[src/rtl/lpd_ram.sv]
// Generic simple dual-port RAM with one write port and a registered read port.
module lpd_ram #(
	parameter int WIDTH = 8,
	parameter int DEPTH = 16
) (
	input  logic clk,
	input  logic we,
	input  logic [((DEPTH > 1) ? $clog2(DEPTH) : 1)-1:0] waddr,
	input  logic [WIDTH-1:0] wdata,
	input  logic [((DEPTH > 1) ? $clog2(DEPTH) : 1)-1:0] raddr,
	output logic [WIDTH-1:0] rdata
);

	logic [WIDTH-1:0] mem [DEPTH];

	always_ff @(posedge clk) begin
		if (we) begin
			mem[waddr] <= wdata;
		end
		rdata <= mem[raddr];
	end

endmodule

[config.mk]
export PLATFORM = sky130hd
export DESIGN_NAME = lpd_ram
export DESIGN_NICKNAME = d
export VERILOG_FILES = /design/src/rtl/lpd_ram.sv
export SDC_FILE = /design/constraint.sdc
export NUM_CORES = 1
export LEC_CHECK = 0
export ABC_CLOCK_PERIOD_IN_PS = 2100
export BUFFER_PORTS_ARGS = -buffer_cell sky130_fd_sc_hd__buf_2
export CAP_MARGIN = 15
export CORE_MARGIN = 2
export CORE_UTILIZATION = 45
export DETAILED_ROUTE_END_ITERATION = 8
export PLACE_DENSITY = 0.64
export SYNTH_ARGS = -nofsm -noshare
export SYNTH_HDL_FRONTEND = slang
export SYNTH_SLANG_ARGS = --single-unit
[constraint.sdc]
create_clock -name clk -period 2.1 [get_ports clk]
set_clock_uncertainty 0.05 [all_clocks]
set_input_delay 0.315 -clock clk [delete_from_list [all_inputs] [get_ports clk]]
set_output_delay 0.315 -clock clk [all_outputs]
set_load 0.02 [all_outputs]
==> flow_metrics.env <==
export IMPL_status="finished, final reports clean"
export IMPL_start_kind="flop"
export IMPL_dp_hpwl_um=6080
export IMPL_cts_setup_buffers=0
export IMPL_worstPathCellList="mux4_1, a22oi_1, nand2_1"
export IMPL_initial_utilization_pct=45.7
export IMPL_r2r_start="mem[9][1]$_DFFE_PP_"
export IMPL_nFillCells=857
export IMPL_final_cells=439
export IMPL_slew_violations=0
export IMPL_globalRouteTotalUtil_pct=17.2
export IMPL_path_class="flop to flop"
export IMPL_grt_busiest_layer="met2"
export IMPL_syn_cell_area_mm2=0.00515
export IMPL_globalRouteMet2Util_pct=25.8
export IMPL_timing_fmax_mhz=693
export IMPL_port_buffers=25
export IMPL_power_leakage_uw=0.00212
export IMPL_crit_arrival_ns=1.67
export IMPL_utilization_pct=54.7
export IMPL_fin_crit_sh_pct=68.7
export IMPL_hp_class="input pin to flop"
export IMPL_setup_viol=0
export IMPL_drive_above_1_share_pct=32.1
export IMPL_syn_to_final_growth_pct=19.9
export IMPL_io_pins=26
export IMPL_synth_seq_cells=136
export IMPL_timing_hold_violations_final=0
export IMPL_hold_buffers=0
export IMPL_setup_tns_ns=0
export IMPL_slowest_stage="mux4_1"
export IMPL_grt_max_degree=33
export IMPL_antenna_cells=0
export IMPL_die_h_um=111
export IMPL_cts_buffer_depth=2
export IMPL_cts_reportedPaths_clkPinSlew_ns=0.06
export IMPL_cts_sinks=136
export IMPL_dp_slack_ns=0.248
export IMPL_antenna_left=0
export IMPL_htree_levels=4
export IMPL_dr_first_iter_drc_count=159
export IMPL_design_area_mm2=0.00617
export IMPL_peakVddDrop_uv=439
export IMPL_wl_per_cell_um=21.8
export IMPL_use_met1_pct=24.9
export IMPL_cp_startpoint="mem[9][1]$_DFFE_PP_"
export IMPL_ys_seq_area_share_pct=77.8
export IMPL_worst_slew_pin_slew_ns=0.636
export IMPL_p_per_area_mw_per_mm2=1040
export IMPL_synth_cell_type_count=19
export IMPL_drv_cap=0
export IMPL_place_inst=407
export IMPL_clk_insertion_delay_late_ns=0.40
export IMPL_syn_nets=247
export IMPL_path_buf_inv=0
export IMPL_crit_required_ns=2.33
export IMPL_cts_tree="built"
export IMPL_finalNetCount=301
export IMPL_final_setup_worst_slack_ns=0.658
export IMPL_final_min_clock_period_ns=1.44
export IMPL_path_max_fanout=1
export IMPL_numCtsBuffers=17
export IMPL_gp_congestion=0.754
export IMPL_synth_area_per_cell_um2=22.5
export IMPL_synthCells=229
export IMPL_min_from="wdata[0]"
export IMPL_drt_wl_total_um=9590
export IMPL_dpl_cell_area_mm2=0.00554
export IMPL_antenna_found_initial=0
export IMPL_drc_errors=0
export IMPL_viasPerCell=5.56
export IMPL_ctsResizeCount=0
export IMPL_die_w_um=111
export IMPL_grt_pass1_wl_um=15300
export IMPL_core_area_mm2=0.0113
export IMPL_cpPeakStageDelay_ns=0.51
export IMPL_grt_setup_unrepaired="false"
export IMPL_use_met3_pct=4.65
export IMPL_core_rowCount=39
export IMPL_root_buffer="clkbuf_16"
export IMPL_crit_family="multiplexers"
export IMPL_yosysWarnings=0
export IMPL_drtPass1Iterations=4
export IMPL_vias=2442
export IMPL_timing_slew_headroom_pct=57.4
export IMPL_grt_pass1_vias=2554
export IMPL_dieArea_mm2=0.0123
export IMPL_overflow=0
export IMPL_endpoint_kind="flop"
[flip-flops by register name, summed over array words and instances, names as in the netlist]
register  cells
mem         128
rdata         8
[cell usage in the layout (no fill, tap or decap), types with 8 or more instances in the layout]
cell type	instances
edfxtp_1	128
buf_2	25
mux4_2	18
buf_4	18
clkbuf_16	17
a22oi_1	16
mux4_1	14
nor2_1	13
nand2_1	9
dfxtp_1	8
[per-layer routing]
metal,vias to the layer above,wire [um]
met1,1264,4370
met5,-,0
met4,0,92
li1,1085,-
met2,87,4650
met3,6,480
[Yosys cell counts]
cell type	number	area, um2
mux4_1	14	368
dfxtp_1	8	160
buf_4	1	7.51
clkdlybuf4s25_2	3	30.0
nor2_1	13	48.8
nand2_1	9	33.8
nor2b_1	1	6.26
edfxtp_1	128	3840
nor3_1	4	20.0
nand3b_1	2	15.0
a22oi_1	16	120
buf_2	3	15.0
nand3_1	1	5.00
buf_6	3	33.8
mux4_2	18	405
and2_1	1	6.26
and2b_1	1	7.51
or3b_2	1	8.76
nand2b_1	2	12.5
[final timing paths]
path | depth (start not counted) | end | slack (ns)
worst max-delay path | 3 | rdata[1]$_DFF_P_ | 0.66
worst min-delay path | 1 | mem[14][0]$_DFFE_PP_ | 0.24
worst max register to register | 3 | rdata[1]$_DFF_P_ | 0.66
worst min register to register | 3 | rdata[4]$_DFF_P_ | 0.62
[power by group]
| group | switching (uW) | leakage (uW) | internal (uW) |
|---|---|---|---|
| logic | 173 | 0.000585 | 123 |
| registers | 20.3 | 0.00122 | 3040 |
| clock network | 1040 | 0.000306 | 2050 |
| total | 1230 | 0.00212 | 5210 |
[final cells by class]
class	count	area, um2	area share [%]
multi-input combinational	83	1060	17.1
timing repair buffer	45	300	4.87
sequential	136	4000	64.9
clock buffer	20	457	7.40
clock inverter	12	173	2.80
tap	143	179	2.90
[per-stage QoR]
step	total power (uW)	hold slack (ns)
5_1_grt	6660	0.244
6_report	6440	0.244
3_5_place_dp	3410	0.617
4_1_cts	6490	0.232
2_1_floorplan	3280	0.364
3_3_place_gp	3400	0.601
[logic make-up (layout without fill, tap and decap cells)]
family / Yosys count / in the layout / synth area share [%]
compound gates: 16 / 16 / 2.33
flops: 136 / 136 / 77.8
simple gates: 35 / 35 / 3.18
mux: 32 / 32 / 15.0
buf+inv: 10 / 77 / 1.68
Note: power is estimated with default switching activity, not from simulation.
